[src/rtl/core/tiu_pkg.sv]
// ----------------------------------------------------------------------------
// tiu_pkg
// Types, register indexes and constants shared by the timer and interrupt unit.
// ----------------------------------------------------------------------------
`default_nettype none

package tiu_pkg;

    // Configuration register indexes.
    localparam logic [1:0] REG_TIMER_ENABLE     = 2'd0;
    localparam logic [1:0] REG_CLOCK_SELECT     = 2'd1;
    localparam logic [1:0] REG_RELOAD_VALUE     = 2'd2;
    localparam logic [1:0] REG_INTERRUPT_ENABLE = 2'd3;

    // Clock select codes.
    localparam logic [1:0] CLK_SEL_256 = 2'd0;
    localparam logic [1:0] CLK_SEL_4   = 2'd1;
    localparam logic [1:0] CLK_SEL_16  = 2'd2;
    localparam logic [1:0] CLK_SEL_64  = 2'd3;

    localparam int NUM_SOURCES = 5;

    // The timer prescaler can briefly hold up to 255 + 15 after a period change.
    localparam int TIMER_PW = 9;

    localparam int FLAG_TIMER_BIT = 2;

    localparam logic [6:0] VECTOR_BASE = 7'h40;

    typedef logic [NUM_SOURCES-1:0] flags_t;

    typedef struct packed {
        flags_t     flags;
        logic       taken;
        logic [6:0] vector;
        logic       pending;
    } dispatch_t;

    function automatic logic [TIMER_PW-1:0] timer_period(input logic [1:0] sel);
        logic [TIMER_PW-1:0] period;
        case (sel)
            CLK_SEL_256: period = 9'd256;
            CLK_SEL_4:   period = 9'd4;
            CLK_SEL_16:  period = 9'd16;
            CLK_SEL_64:  period = 9'd64;
            default:     period = 9'd256;
        endcase
        return period;
    endfunction

endpackage

`default_nettype wire

[src/rtl/core/tiu_irq_select.sv]
// ----------------------------------------------------------------------------
// tiu_irq_select
// Picks the lowest pending enabled interrupt and, when allowed, clears it and forms its vector.
// ----------------------------------------------------------------------------
`default_nettype none

module tiu_irq_select (
    input  wire tiu_pkg::flags_t flags_i,
    input  wire tiu_pkg::flags_t enable_i,
    input  wire logic            allow_i,
    output tiu_pkg::dispatch_t   result_o
);

    tiu_pkg::flags_t active;
    tiu_pkg::flags_t remaining;
    logic            found;
    logic [2:0]      bit_idx;

    always_comb begin
        active  = flags_i & enable_i;
        found   = 1'b0;
        bit_idx = 3'd0;
        // Scan from the top so that the lowest set bit wins.
        for (int i = tiu_pkg::NUM_SOURCES - 1; i >= 0; i--) begin
            if (active[i]) begin
                found   = 1'b1;
                bit_idx = 3'(i);
            end
        end

        remaining = flags_i;
        if (allow_i && found) begin
            remaining[bit_idx] = 1'b0;
        end

        result_o.flags   = remaining;
        result_o.taken   = allow_i && found;
        result_o.vector  = (allow_i && found) ?
                           (tiu_pkg::VECTOR_BASE + {1'b0, bit_idx, 3'b000}) : 7'd0;
        result_o.pending = |(remaining & enable_i);
    end

endmodule

`default_nettype wire

[src/rtl/core/timer_interrupt_unit_top.sv]
// ----------------------------------------------------------------------------
// timer_interrupt_unit_top
// Divider, programmable timer and five-source interrupt selector.
// ----------------------------------------------------------------------------
// The CPU sends one word per executed instruction on the s_ channel. With
// s_tuser low the word is a step: its request bits are ORed into the flags,
// its elapsed cycles advance the divider and, when enabled, the timer, and
// then the lowest pending enabled interrupt is dispatched if master enable
// is set. With s_tuser high the word simply replaces the interrupt flags.
// Every input word produces exactly one result word on the m_ channel with
// the divider, timer, flags, the dispatch outcome and the pending indication.
//
// The prescalers are worked off by one subtract-and-count step per clock, so
// the time from acceptance to the result grows with the larger number of
// divider or timer ticks a step causes: normally 0 to 4, and up to 67 right
// after the timer period is shortened. A flag write skips the run state.
// s_tready is high only while the unit is idle.
//
// A finished result sits in an output register; the unit accepts a new word
// while it waits, but holds the next result until the receiver takes the
// previous one. Reset clears all counters, flags and configuration registers.
// ----------------------------------------------------------------------------
`default_nettype none

module timer_interrupt_unit_top #(
    parameter int DIVIDER_PERIOD = 64
) (
    input  wire logic        aclk,
    input  wire logic        aresetn,

    // Configuration write port.
    input  wire logic        cfg_we,
    input  wire logic [1:0]  cfg_index,
    input  wire logic [7:0]  cfg_wdata,

    // Input channel.
    input  wire logic        s_tvalid,
    output logic             s_tready,
    // tdata, from bit 0: elapsed_cycles[3:0], master_enable, request_bits[4:0],
    // flag_value[4:0], one zero pad bit.
    input  wire logic [15:0] s_tdata,
    // tuser: cmd (0 = step, 1 = write flags).
    input  wire logic        s_tuser,

    // Result channel.
    output logic             m_tvalid,
    input  wire logic        m_tready,
    // tdata, from bit 0: divider_value[7:0], timer_value[7:0], flags_value[4:0],
    // taken, vector[6:0], pending, two zero pad bits.
    output logic [31:0]      m_tdata
);

    // Wide enough for a prescaler value below the period plus one step of cycles.
    localparam int DPW = $clog2(DIVIDER_PERIOD + 16);
    localparam logic [DPW-1:0] DIV_PERIOD = DPW'(DIVIDER_PERIOD);

    typedef enum logic [1:0] {
        ST_IDLE,
        ST_RUN,
        ST_DONE
    } state_t;

    state_t                        state_reg, state_next;

    logic                          timer_enable_reg, timer_enable_next;
    logic [1:0]                    clock_select_reg, clock_select_next;
    logic [7:0]                    reload_value_reg, reload_value_next;
    tiu_pkg::flags_t               irq_enable_reg, irq_enable_next;

    logic [DPW-1:0]                div_pre_reg, div_pre_next;
    logic [7:0]                    div_cnt_reg, div_cnt_next;
    logic [tiu_pkg::TIMER_PW-1:0]  tim_pre_reg, tim_pre_next;
    logic [7:0]                    tim_cnt_reg, tim_cnt_next;
    tiu_pkg::flags_t               flags_reg, flags_next;

    logic                          cmd_reg, cmd_next;
    logic                          ime_reg, ime_next;

    logic                          m_tvalid_reg, m_tvalid_next;
    logic [31:0]                   m_tdata_reg, m_tdata_next;

    logic [tiu_pkg::TIMER_PW-1:0]  period;
    logic                          div_tick;
    logic                          tim_tick;
    tiu_pkg::dispatch_t            dispatch;

    // Input word fields.
    logic [3:0]                    in_cycles;
    logic                          in_ime;
    tiu_pkg::flags_t               in_req;
    tiu_pkg::flags_t               in_fval;

    assign in_cycles = s_tdata[3:0];
    assign in_ime    = s_tdata[4];
    assign in_req    = s_tdata[9:5];
    assign in_fval   = s_tdata[14:10];

    assign period   = tiu_pkg::timer_period(clock_select_reg);
    assign div_tick = (div_pre_reg >= DIV_PERIOD);
    assign tim_tick = timer_enable_reg && (tim_pre_reg >= period);

    // Dispatch is only allowed for a step word with master enable set.
    tiu_irq_select u_irq_select (
        .flags_i  (flags_reg),
        .enable_i (irq_enable_reg),
        .allow_i  (ime_reg && !cmd_reg),
        .result_o (dispatch)
    );

    assign s_tready = (state_reg == ST_IDLE);
    assign m_tvalid = m_tvalid_reg;
    assign m_tdata  = m_tdata_reg;

    always_comb begin
        state_next        = state_reg;
        timer_enable_next = timer_enable_reg;
        clock_select_next = clock_select_reg;
        reload_value_next = reload_value_reg;
        irq_enable_next   = irq_enable_reg;
        div_pre_next      = div_pre_reg;
        div_cnt_next      = div_cnt_reg;
        tim_pre_next      = tim_pre_reg;
        tim_cnt_next      = tim_cnt_reg;
        flags_next        = flags_reg;
        cmd_next          = cmd_reg;
        ime_next          = ime_reg;
        m_tvalid_next     = m_tvalid_reg;
        m_tdata_next      = m_tdata_reg;

        if (cfg_we) begin
            case (cfg_index)
                tiu_pkg::REG_TIMER_ENABLE:     timer_enable_next = cfg_wdata[0];
                tiu_pkg::REG_CLOCK_SELECT:     clock_select_next = cfg_wdata[1:0];
                tiu_pkg::REG_RELOAD_VALUE:     reload_value_next = cfg_wdata;
                tiu_pkg::REG_INTERRUPT_ENABLE: irq_enable_next   = cfg_wdata[4:0];
                default: ;
            endcase
        end

        if (m_tvalid_reg && m_tready) begin
            m_tvalid_next = 1'b0;
        end

        case (state_reg)
            ST_IDLE: begin
                if (s_tvalid) begin
                    cmd_next = s_tuser;
                    ime_next = in_ime;
                    if (s_tuser) begin
                        flags_next = in_fval;
                        state_next = ST_DONE;
                    end else begin
                        flags_next   = flags_reg | in_req;
                        div_pre_next = div_pre_reg + DPW'(in_cycles);
                        if (timer_enable_reg) begin
                            tim_pre_next = tim_pre_reg + tiu_pkg::TIMER_PW'(in_cycles);
                        end
                        state_next = ST_RUN;
                    end
                end
            end

            ST_RUN: begin
                // One tick of each prescaler per cycle until both are below period.
                if (div_tick) begin
                    div_pre_next = div_pre_reg - DIV_PERIOD;
                    div_cnt_next = div_cnt_reg + 8'd1;
                end
                if (tim_tick) begin
                    tim_pre_next = tim_pre_reg - period;
                    if (tim_cnt_reg == 8'hFF) begin
                        tim_cnt_next = reload_value_reg;
                        flags_next[tiu_pkg::FLAG_TIMER_BIT] = 1'b1;
                    end else begin
                        tim_cnt_next = tim_cnt_reg + 8'd1;
                    end
                end
                if (!div_tick && !tim_tick) begin
                    state_next = ST_DONE;
                end
            end

            ST_DONE: begin
                if (!m_tvalid_reg || m_tready) begin
                    flags_next    = dispatch.flags;
                    m_tvalid_next = 1'b1;
                    m_tdata_next  = {2'b00, dispatch.pending, dispatch.vector,
                                     dispatch.taken, dispatch.flags,
                                     tim_cnt_reg, div_cnt_reg};
                    state_next    = ST_IDLE;
                end
            end

            default: begin
                state_next = ST_IDLE;
            end
        endcase
    end

    always_ff @(posedge aclk) begin
        if (!aresetn) begin
            state_reg        <= ST_IDLE;
            timer_enable_reg <= 1'b0;
            clock_select_reg <= 2'd0;
            reload_value_reg <= 8'd0;
            irq_enable_reg   <= '0;
            div_pre_reg      <= '0;
            div_cnt_reg      <= 8'd0;
            tim_pre_reg      <= '0;
            tim_cnt_reg      <= 8'd0;
            flags_reg        <= '0;
            cmd_reg          <= 1'b0;
            ime_reg          <= 1'b0;
            m_tvalid_reg     <= 1'b0;
        end else begin
            state_reg        <= state_next;
            timer_enable_reg <= timer_enable_next;
            clock_select_reg <= clock_select_next;
            reload_value_reg <= reload_value_next;
            irq_enable_reg   <= irq_enable_next;
            div_pre_reg      <= div_pre_next;
            div_cnt_reg      <= div_cnt_next;
            tim_pre_reg      <= tim_pre_next;
            tim_cnt_reg      <= tim_cnt_next;
            flags_reg        <= flags_next;
            cmd_reg          <= cmd_next;
            ime_reg          <= ime_next;
            m_tvalid_reg     <= m_tvalid_next;
        end
        m_tdata_reg <= m_tdata_next;
    end

endmodule

`default_nettype wire
[config.mk]
export PLATFORM = sky130hd
export DESIGN_NAME = timer_interrupt_unit_top
export DESIGN_NICKNAME = d
export VERILOG_FILES = /design/src/rtl/core/tiu_pkg.sv /design/src/rtl/core/tiu_irq_select.sv /design/src/rtl/core/timer_interrupt_unit_top.sv
export SDC_FILE = /design/constraint.sdc
export NUM_CORES = 1
export LEC_CHECK = 0
export BUFFER_PORTS_ARGS = -buffer_cell sky130_fd_sc_hd__clkbuf_2
export CAP_MARGIN = 15
export CORE_MARGIN = 8
export CORE_UTILIZATION = 51
export CTS_BUF_LIST = sky130_fd_sc_hd__clkbuf_16
export DETAILED_ROUTE_END_ITERATION = 12
export PLACE_DENSITY_LB_ADDON = 0.3
export REMOVE_ABC_BUFFERS = 1
export SLEW_MARGIN = 25
export SYNTH_ARGS = -nofsm -noshare
export SYNTH_HDL_FRONTEND = slang
export SYNTH_SLANG_ARGS = --single-unit
[constraint.sdc]
create_clock -name aclk -period 2.41 [get_ports aclk]
set_clock_uncertainty 0.05 [all_clocks]
set_input_delay 0.3615 -clock aclk [delete_from_list [all_inputs] [get_ports aclk]]
set_output_delay 0.3615 -clock aclk [all_outputs]
set_load 0.01 [all_outputs]
==> results.md, run 1 <==
- ANT nets after route: 0
- Post-CTS setup buffers: 0
- Busiest layer in global routing: met2
- Tot GR Track Use: 0.165
- Hold_buf cts: 0
- Required time worst endpoint: 2600 ps
- WL final: 9.62 mm
- CTS tree: built
- Vias per cell: 5.71
- Sequential area share after synthesis: 0.451
- Worst slew margin: 0.527
- Hold Crit Depth: 3
- CTS root buf: clkbuf_16
- Largest area contributor in the netlist: dfxtp_1
- Clock sinks: 85
- Layout cell share with drive strength beyond 1: 0.206
- Fin cells: 615
- Worst setup margin: 180 ps
- Area post-placement: 4790 um^2
- Post-layout instance area: ~5000 um^2
- CTS Buf Count: 9
- Crit path DAT: 2420 ps
- Later-pin clock latency in the skew report: between 300 and 400 ps
- Setup Slack @ Placement: 73.1 ps
- EDFF count, synth: 27
- DR iter-0 viols: 160
- IO buf count: 59
- Syn Inst Count: approximately 440
- Period utilization: 0.925
- FFs w/ async S/R, synth: 0
- Avg Cell Area, Syn: just under 10 um^2
- Synth cell types: 70
- CP peak stage delay: 390 ps
- Vias in the first global route: ~3,300
- GR Util met2: 0.267
- Reg2Reg Depth: 8
- CP Cell Sequence: nand2_1 -> ha_1 -> and4b_1 -> a211oi_2 -> a31oi_4 -> buf_4 -> a41o_1 -> o41ai_2
- Max reg flops: 27
- CTS resizes: 0
- Worst setup EP type: flop
- GRT overflow: 0
- Via count: 3,511
- Total chip power: 3.49 mW
- Worst hold-check path type: primary input to flop
- Number of diodes: 0
- Initial DRT Pass Iterations: 5
- Minimum clock period: 2230 ps
- Fin util: 0.614
- First-pass GRT wire length: between 15 and 20 mm
- CP Class: flop to flop
- Slew Viols, Final: 0
- Placed Cells: 599
- Area contributors post-synth: dfxtp_1, edfxtp_1, mux2i_1, ha_1, nor2_1
- Critical-path maximum fanout: 10
- Initial antenna violation count: 0
- CTS Buffer Depth: 2
- Clock Pin Slew Worst Setup and Hold Paths: around 60 ps
- Top cells by count, synth: dfxtp_1, nor2_1, nand2_1
- # Max-Cap Violations: 0
- PD cells: 688 nW/um^2
- Smallest hold slack: 216 ps
- Outcome: finished, final reports clean
- Leakage: about 2.1 nW
- Unrepaired setup endpoints after global routing: false
- CTS HTree Levels: 3
- Mapped cell area: 4380 um^2
- Number of top-level pins: 66
- GP Congestion: 0.804
- Yosys top cell area share: 0.265
- Main synth FF type: dfxtp_1
- DRC viols: 0
- Setup TNS: 0 ps
- Wirelength per Cell: 15.6 um
- Endpoints failing setup: 0
- Synthesis Warnings: 0
- Largest net degree at the start of global routing: 25
- GR Util met1: 0.212
- Hold Violations, Final: 0
- Synth-to-Final Area Change: 15.8%
- Initial Util: 0.530
- Chip height: 109 um
- HPWL after DPL: 7.19 mm
- Critical-path top delay cell: dfxtp_1
- Site Rows: 33
- Peak VDD IR: 336 uV
- Max Clk Rate: 448 MHz
- Die footprint: 11,800 um^2
- NumNets Final: 558
- Yosys reg bits: 85
- Met3 global-route usage: 0.0342
- Critical path startpoint category: flop
- Most common cell in the netlist: dfxtp_1
- Worst-margin pin slew: 706 ps
- DIE WIDTH: 109 um
- Core ar.: 8260 um^2
## cell families (layout without fill, tap and decap cells)
logic type | Yosys count | in the layout | share of synthesized area
other cells | 1 | 5 | 0.000857
xor+xnor | 11 | 11 | 0.0220
buf+inv | 41 | 104 | 0.0469
mux | 29 | 29 | 0.0663
simple gates | 160 | 160 | 0.190
flops | 85 | 85 | 0.451
compound gates | 94 | 94 | 0.158
fa+ha+maj | 22 | 22 | 0.0658
## routing by layer
metal / part of all wire / vias to the layer above
met1: 0.44 / 1662
met3: 0.069 / 10
met4: 0.013 / 0
met2: 0.48 / 109
met5: 0 / -
li1: - / 1730
## critical path: cells and delay by family, from the launching register on
kind                     cells  cell delay (ps)
adder cells (fa/ha/maj)      1              340
AND/OR/NAND/NOR              2              320
AO/OA/AOI/OAI                4              820
flip-flops                   1              390
buffers and inverters        1              210
## layout make-up
| class | instances | area, um^2 |
|---|---|---|
| clock inverters | 7 | 57.6 |
| flip-flops and latches | 85 | 1970 |
| repair buffers | 72 | 405 |
| inverters | 16 | 60.1 |
| multi-input cells | 321 | 2220 |
| fillers | 707 | 3190 |
| clock buffers | 9 | 225 |
| well taps | 105 | 131 |
## path summary, 6_finish.rpt
path	startpoint	endpoint	slack (ps)
worst max-delay path	clock_select_reg[1]$_SDFFE_PN0P_	tim_cnt_reg[5]$_SDFFE_PN0P_	180
worst min-delay path	cfg_wdata[7]	reload_value_reg[7]$_SDFFE_PN0P_	220
worst max register to register	clock_select_reg[1]$_SDFFE_PN0P_	tim_cnt_reg[5]$_SDFFE_PN0P_	180
worst min register to register	ime_reg$_SDFFE_PN0P_	ime_reg$_SDFFE_PN0P_	410
## placed cells by master (no fill, tap or decap), drive strengths merged, types with 2 or more instances in the layout
cell type and n:
or3 6, xor2 5, nor3 12, fa 2
nor3b 3, xnor2 6, a31oi 4, mux2i 29
buf 13, a21oi 28, ha 19, a21o 3
o21ai 16, o31a 2, nand4b 3, o211ai 4
o221a 3, nand3 14, and2 3, a32o 2
o21a 5, a41o 3, nand2b 7, nand4 6
inv 19, clkbuf 68, a21boi 2, and3 7
dfxtp 58, conb 5, a211oi 6, nor2b 9
clkinv 3, nand2 34, a41oi 4, nand3b 6
nor2 43, edfxtp 27
## power breakdown
group | switching [mW] | internal [mW]
registers | 0.0497 | 1.59
clock network | 0.594 | 0.713
logic | 0.318 | 0.228
(Power assumes the default switching activity.)
==> run 2: changes to the inputs <==
--- a/config.mk
+++ b/config.mk
@@ -7,6 +7,7 @@
 export LEC_CHECK = 0
 export BUFFER_PORTS_ARGS = -buffer_cell sky130_fd_sc_hd__clkbuf_2
 export CAP_MARGIN = 15
+export CORE_ASPECT_RATIO = 1.75
 export CORE_MARGIN = 8
 export CORE_UTILIZATION = 51
 export CTS_BUF_LIST = sky130_fd_sc_hd__clkbuf_16
==> results.md, run 2 (synthesized netlist as in run 1, its figures left out) <==
- Worst hold-check path type: primary input to flop
- Vias per cell: 5.51 (-3.5%)
- CTS root buf: clkbuf_16
- Hold Crit Depth: 3 (unchanged)
- CTS Buffer Depth: 2 (unchanged)
- Layout cell share with drive strength beyond 1: 0.209 (+0.00351)
- GP Congestion: 0.911 (+13%)
- Post-layout instance area: 5130 um^2 (+1.2%)
- Most common cell after layout, fill and taps aside: clkbuf_2
- Unrepaired setup endpoints after global routing: false
- HPWL after DPL: 7.15 mm (-0.51%)
- CTS tree: built
- Clock Pin Slew Worst Setup and Hold Paths: 60 ps (about the same)
- GRT overflow: 0 (unchanged)
- Setup Slack @ Placement: 119 ps (+45.9 ps)
- Clock power frac: 0.405 (+0.030)
- CP Class: flop to flop
- Initial Util: 0.526 (-0.00351)
- Minimum clock period: 2240 ps (+7.50 ps)
- Worst-margin pin slew: 671 ps (-34.9 ps)
- FILL cells: 715 (+1.1%)
- Synth-to-Final Area Change: 17.2%
- PD cells: 712 nW/um^2 (+3.5%)
- Endpoints failing setup: 0 (unchanged)
- Fin cells: 626 (+1.8%)
- Number of diodes: 0 (unchanged)
- Clock sinks: 85 (unchanged)
- Required time worst endpoint: 2580 ps (-20 ps)
- CTS Buf Count: 9 (unchanged)
- Comb power frac: 0.148 (-0.009)
- WL final: 9.48 mm (-1.5%)
- Wirelength per Cell: 15.1 um (-3.2%)
- Slew Viols, Final: 0 (unchanged)
- Tot GR Track Use: 0.164 (-0.000487)
- Seq pwr share: 0.448 (-0.021)
- DRC viols: 0 (unchanged)
- Area post-placement: 4810 um^2 (+0.42%)
- Total chip power: 3.65 mW (+4.8%)
- Peak VDD IR: 506 uV (+50%)
- Largest net degree at the start of global routing: 25 (unchanged)
- Chip height: 139 um (+28%)
- Core ar.: 8310 um^2 (+0.67%)
- Hold_buf cts: 0 (unchanged)
- NumNets Final: 559 (+0.18%)
- IO buf count: 59 (unchanged)
- First-pass GRT wire length: 15.6 mm (-0.71%)
- DIE WIDTH: 86.0 um (-21%)
- Reg2Reg Depth: 8 (unchanged)
- Worst slew margin: 0.551 (+0.0234)
- Die footprint: 11,900 um^2 (+0.99%)
- Worst setup EP type: flop
- Number of top-level pins: 66 (unchanged)
- ANT nets after route: 0 (unchanged)
- Site Rows: 44 (+33%)
- CTS resizes: 0 (unchanged)
- Leakage: 2.14 nW (+1.0%)
- CTS HTree Levels: 3 (unchanged)
- Post-CTS setup buffers: 0 (unchanged)
- Initial antenna violation count: 0 (unchanged)
- Crit path DAT: 2410 ps (about the same)
- Critical path startpoint category: flop
- Outcome: finished, final reports clean
- Int Pwr: 2.72 mW (+7.8%)
- Vias in the first global route: 3,342 (+0.54%)
- DR iter-0 viols: 156 (-2.5%)
- Period utilization: 0.929 (+0.00311)
- Placed Cells: 610 (+1.8%)
- Max Clk Rate: 447 MHz (-0.34%)
- # Max-Cap Violations: 0 (unchanged)
- Worst setup margin: 172 ps (-7.50 ps)
- Max reg flops: 27 (unchanged)
- Later-pin clock latency in the skew report: 340 ps (about the same)
- Hold Violations, Final: 0 (unchanged)
- Critical-path maximum fanout: 11 (+1)
- Most frequent cells in the layout: clkbuf_2, dfxtp_1, nor2_1
- Net Sw Frac: 0.255 (-0.0208)
- Via count: 3,450 (-1.7%)
- Initial DRT Pass Iterations: 4 (-1)
- P_sw: 0.932 mW (-3.1%)
## run 2: cell count changes in the layout (fill, tap and decap cells not counted), sizes merged
cell / before / now
clkinv: 3 / 2
clkinvlp: 1 / 2
buf: 13 / 14
bufinv: 0 / 2
inv: 19 / 17
## run 2: worst paths after layout
check,start,to,slack (ps)
worst min register to register,ime_reg$_SDFFE_PN0P_,ime_reg$_SDFFE_PN0P_,400
worst max register to register,clock_select_reg[1]$_SDFFE_PN0P_,tim_cnt_reg[4]$_SDFFE_PN0P_,170
worst min-delay path,cfg_wdata[5],reload_value_reg[5]$_SDFFE_PN0P_,200
worst max-delay path,clock_select_reg[1]$_SDFFE_PN0P_,tim_cnt_reg[4]$_SDFFE_PN0P_,170
## run 2: layout make-up
class / instances / area (um^2) / area share
clock buffer: 9 / 225 / 0.0439
clock inverter: 7 / 97.6 / 0.0190
inverter: 16 / 60.1 / 0.0117
multi-input combinational: 321 / 2220 / 0.432
sequential: 85 / 1970 / 0.384
tap: 115 / 144 / 0.0280
timing repair buffer: 73 / 413 / 0.0805
## run 2: layer usage
layer  GRT usage  wire length [um]  up-vias
li1            -                 -     1728
met1       0.181              3850     1623
met2       0.283              4920       81
met3      0.0392               475       18
met4      0.0809               233        0
met5           0                 0        -
## run 2: through the flow
stage | hold WS [ps] | util | setup TNS [ps]
5_1_grt | 220 | 0.617 | 0
4_1_cts | 194 | 0.617 | 0
6_report | 200 | 0.617 | 0
2_1_floorplan | 367 | - | -2630
3_5_place_dp | 393 | 0.578 | 0
3_3_place_gp | 377 | 0.578 | 0
## run 2: worst max-delay path, cell delays in order, from the launching register on
cell	delay, ps
dfxtp_1	390
nand2_1	70
ha_1	340
and4b_1	240
a211oi_2	280
a31oi_4	240
buf_4	220
a41oi_1	210
a211oi_1	70
## run 2: power by group through the flow
stage | Combinational, mW | Sequential [mW] | Clock (mW)
2_1_floorplan | 0.314 | 1.69 | 0
3_3_place_gp | 0.525 | 1.66 | 0
3_5_place_dp | 0.538 | 1.67 | 0
4_1_cts | 0.544 | 1.64 | 1.50
5_1_grt | 0.598 | 1.65 | 1.57
6_report | 0.539 | 1.64 | 1.48
==> run 3: changes to the inputs <==
--- a/config.mk
+++ b/config.mk
@@ -5,11 +5,11 @@
 export SDC_FILE = /design/constraint.sdc
 export NUM_CORES = 1
 export LEC_CHECK = 0
+export ABC_AREA = 1
 export BUFFER_PORTS_ARGS = -buffer_cell sky130_fd_sc_hd__clkbuf_2
 export CAP_MARGIN = 15
 export CORE_ASPECT_RATIO = 1.75
-export CORE_MARGIN = 8
-export CORE_UTILIZATION = 51
+export CORE_UTILIZATION = 52
 export CTS_BUF_LIST = sky130_fd_sc_hd__clkbuf_16
 export DETAILED_ROUTE_END_ITERATION = 12
 export PLACE_DENSITY_LB_ADDON = 0.3
==> constraint.sdc (replaced) <==
create_clock -name aclk -period 2.41 [get_ports aclk]
set_clock_uncertainty 0.05 [all_clocks]
set_input_delay 0.482 -clock aclk [delete_from_list [all_inputs] [get_ports aclk]]
set_output_delay 0.482 -clock aclk [all_outputs]
set_load 0.01 [all_outputs]
==> results.md, run 3 <==
- Outcome: finished, final reports clean
- Post-synthesis simple-gate area fraction: 0.241 (+0.0509)
- Post-CTS setup buffers: 0 (unchanged)
- Leakage: 2.29 nW (+6.9%)
- Max Clk Rate: 481 MHz (+7.7%)
- CP Class: flop to flop
- P_sw: 1.14 mW (+22%)
- Later-pin clock latency in the skew report: 330 ps (about the same)
- FILL cells: 719 (+0.56%)
- Initial DRT Pass Iterations: 4 (unchanged)
- Mapped cell area: 4400 um^2 (+0.57%)
- Seq pwr share: 0.430 (-0.018)
- Net Sw Frac: 0.287 (+0.0321)
- Critical-path maximum fanout: 10 (-1)
- Synth Area in Compound Gates: 0.140 (-0.0180)
- Area contributors post-synth: dfxtp_1, edfxtp_1, nand2_1, nor2_1, inv_1
- HPWL after DPL: 7.14 mm (-0.13%)
- Die footprint: 8850 um^2 (-26%)
- Worst-margin pin slew: 603 ps (-67.4 ps)
- Reg2Reg Depth: 10 (+2)
- Largest net degree at the start of global routing: 38 (+52%)
- Top cells by count, synth: nand2_1, nor2_1, inv_1
- NumNets Final: 681 (+22%)
- Chip height: 124 um (-11%)
- Initial antenna violation count: 0 (unchanged)
- CTS resizes: 0 (unchanged)
- Slew Viols, Final: 0 (unchanged)
- Most common cell after layout, fill and taps aside: nand2_1
- CTS Buffer Depth: 2 (unchanged)
- Endpoints failing setup: 0 (unchanged)
- CTS tree: built
- Main synth FF type: dfxtp_1
- Syn Inst Count: 565 (+28%)
- XOR/XNOR share of the synthesized area: 0.0219 (-0.000125)
- Crit path DAT: 2220 ps (-190 ps)
- Most frequent cells in the layout: nand2_1, inv_1, nor2_1
- Largest family of logic cells by synthesized area: simple AND/OR/NAND/NOR gates
- Synthesis Warnings: 0 (unchanged)
- GP Congestion: 0.903 (-0.94%)
- Core ar.: 8260 um^2 (-0.66%)
- Max reg flops: 27 (unchanged)
- Sequential area share after synthesis: 0.448 (-0.00256)
- IO buf count: 59 (unchanged)
- Worst setup EP type: flop
- Initial Util: 0.533 (+0.00654)
- Required time worst endpoint: 2550 ps (-30 ps)
- Clock power frac: 0.360 (-0.045)
- Setup TNS: 0 ps (unchanged)
- CTS HTree Levels: 3 (unchanged)
- Mux share of post-synthesis cell area: 0.00227 (-0.0640)
- Period utilization: 0.862 (-0.0666)
- Site Rows: 44 (unchanged)
- Hold Violations, Final: 0 (unchanged)
- FFs w/ async S/R, synth: 0 (unchanged)
- Hold_buf cts: 0 (unchanged)
- ANT nets after route: 0 (unchanged)
- Worst slew margin: 0.597 (+0.0465)
- Int Pwr: 2.83 mW (+4.0%)
- Yosys top cell area share: 0.264 (-0.00151)
- DIE WIDTH: 71.6 um (-17%)
- Hold Crit Depth: 3 (unchanged)
- PD cells: 781 nW/um^2 (+9.7%)
- DRC viols: 0 (unchanged)
- Comb power frac: 0.209 (+0.061)
- Unrepaired setup endpoints after global routing: false
- Synth cell types: 45 (-36%)
- First-pass GRT wire length: 15.9 mm (+1.9%)
- Layout cell share with drive strength beyond 1: 0.164 (-0.0451)
- Avg Cell Area, Syn: 7.79 um^2 (-21%)
- Via count: 3,881 (+12%)
- Wirelength per Cell: 13.1 um (-14%)
- Synth-to-Final Area Change: 15.5%
- Largest area contributor in the netlist: dfxtp_1
- Post-layout instance area: 5080 um^2 (-0.90%)
- CTS Buf Count: 9 (unchanged)
- Worst hold-check path type: primary input to flop
- DR iter-0 viols: 204 (+31%)
- Clock sinks: 85 (unchanged)
- Adder-cell share of the synthesized area: 0.0631 (-0.00265)
- Yosys reg bits: 85 (unchanged)
- Tot GR Track Use: 0.230 (+0.0661)
- Area post-placement: 4770 um^2 (-0.65%)
- Minimum clock period: 2080 ps (-160 ps)
- Most common cell in the netlist: nand2_1
- Number of diodes: 0 (unchanged)
- # Max-Cap Violations: 0 (unchanged)
- WL final: 9.48 mm (unchanged)
- Vias in the first global route: 3,725 (+11%)
- Critical path startpoint category: flop
- Clock Pin Slew Worst Setup and Hold Paths: 60 ps (about the same)
- EDFF count, synth: 27 (unchanged)
- GRT overflow: 0 (unchanged)
- CTS root buf: clkbuf_16
- Number of top-level pins: 66 (unchanged)
- Vias per cell: 5.35 (-2.9%)
- Peak VDD IR: 445 uV (-12%)
-- run 3: final cells by class --
| cell class | count | area (um^2) | area share |
|---|---|---|---|
| flip-flops and latches | 85 | 1970 | 0.388 |
| clock buffers | 9 | 225 | 0.0443 |
| well taps | 92 | 115 | 0.0226 |
| clock inverters | 7 | 83.8 | 0.0165 |
| repair buffers | 63 | 325 | 0.0640 |
| inverters | 73 | 280 | 0.0551 |
| multi-input cells | 396 | 2080 | 0.410 |
-- run 3: cell families (layout without fill, tap and decap cells) --
group	after synthesis	in the layout
xor gates and xnor gates	11	11
other	1	5
AOI/OAI and AO/OA	115	115
DFF	85	85
muxes	1	1
buffers and inverters	88	152
adders and majority gates	21	21
and+or+nand+nor	243	243
-- run 3: path summary, 6_finish.rpt --
path | start | endpoint | slack [ps]
setup / recovery | clock_select_reg[1]$_SDFFE_PN0P_ | tim_cnt_reg[4]$_SDFFE_PN0P_ | 330
hold / removal | cfg_wdata[5] | reload_value_reg[5]$_SDFFE_PN0P_ | 330
setup reg to reg | clock_select_reg[1]$_SDFFE_PN0P_ | tim_cnt_reg[4]$_SDFFE_PN0P_ | 330
hold reg to reg | reload_value_reg[1]$_SDFFE_PN0P_ | reload_value_reg[1]$_SDFFE_PN0P_ | 400
-- run 3: layer usage --
layer | routed length, um | part of all wire | GRT usage
met5 | 0 | 0 | 0
met1 | 3560 | 0.38 | 0.220
met4 | 308 | 0.032 | 0.113
met3 | 351 | 0.037 | 0.0453
met2 | 5260 | 0.55 | 0.457
-- run 3: critical path, cell delays in order (launching register included) --
cell and delay [ps]:
dfxtp_1 340, or2_2 300, ha_1 350, inv_1 100, nor2_1 50, a21oi_2 150, nand3_2 130, nand3_4 170
clkinv_4 110, o21ai_1 100, a21oi_1 80
-- run 3: power groups by stage --
| stage | logic, mW | clock network, mW | registers, mW |
|---|---|---|---|
| 4_1_cts | 0.834 | 1.45 | 1.71 |
| 6_report | 0.832 | 1.43 | 1.71 |
| 2_1_floorplan | 0.548 | 0 | 1.76 |
| 3_3_place_gp | 0.804 | 0 | 1.73 |
| 3_5_place_dp | 0.824 | 0 | 1.74 |
| 5_1_grt | 0.945 | 1.51 | 1.73 |
-- run 3: metrics by stage --
stage	setup slack (ps)	power, mW	std cells	util	hold slack, ps
global route	192	4.18	725	0.616	338
detailed placement	277	2.56	709	0.578	390
CTS	320	4.00	725	0.616	326
finish	333	3.97	725	0.616	327
floorplan	-240	2.31	554	-	371
global placement	350	2.54	709	0.578	382
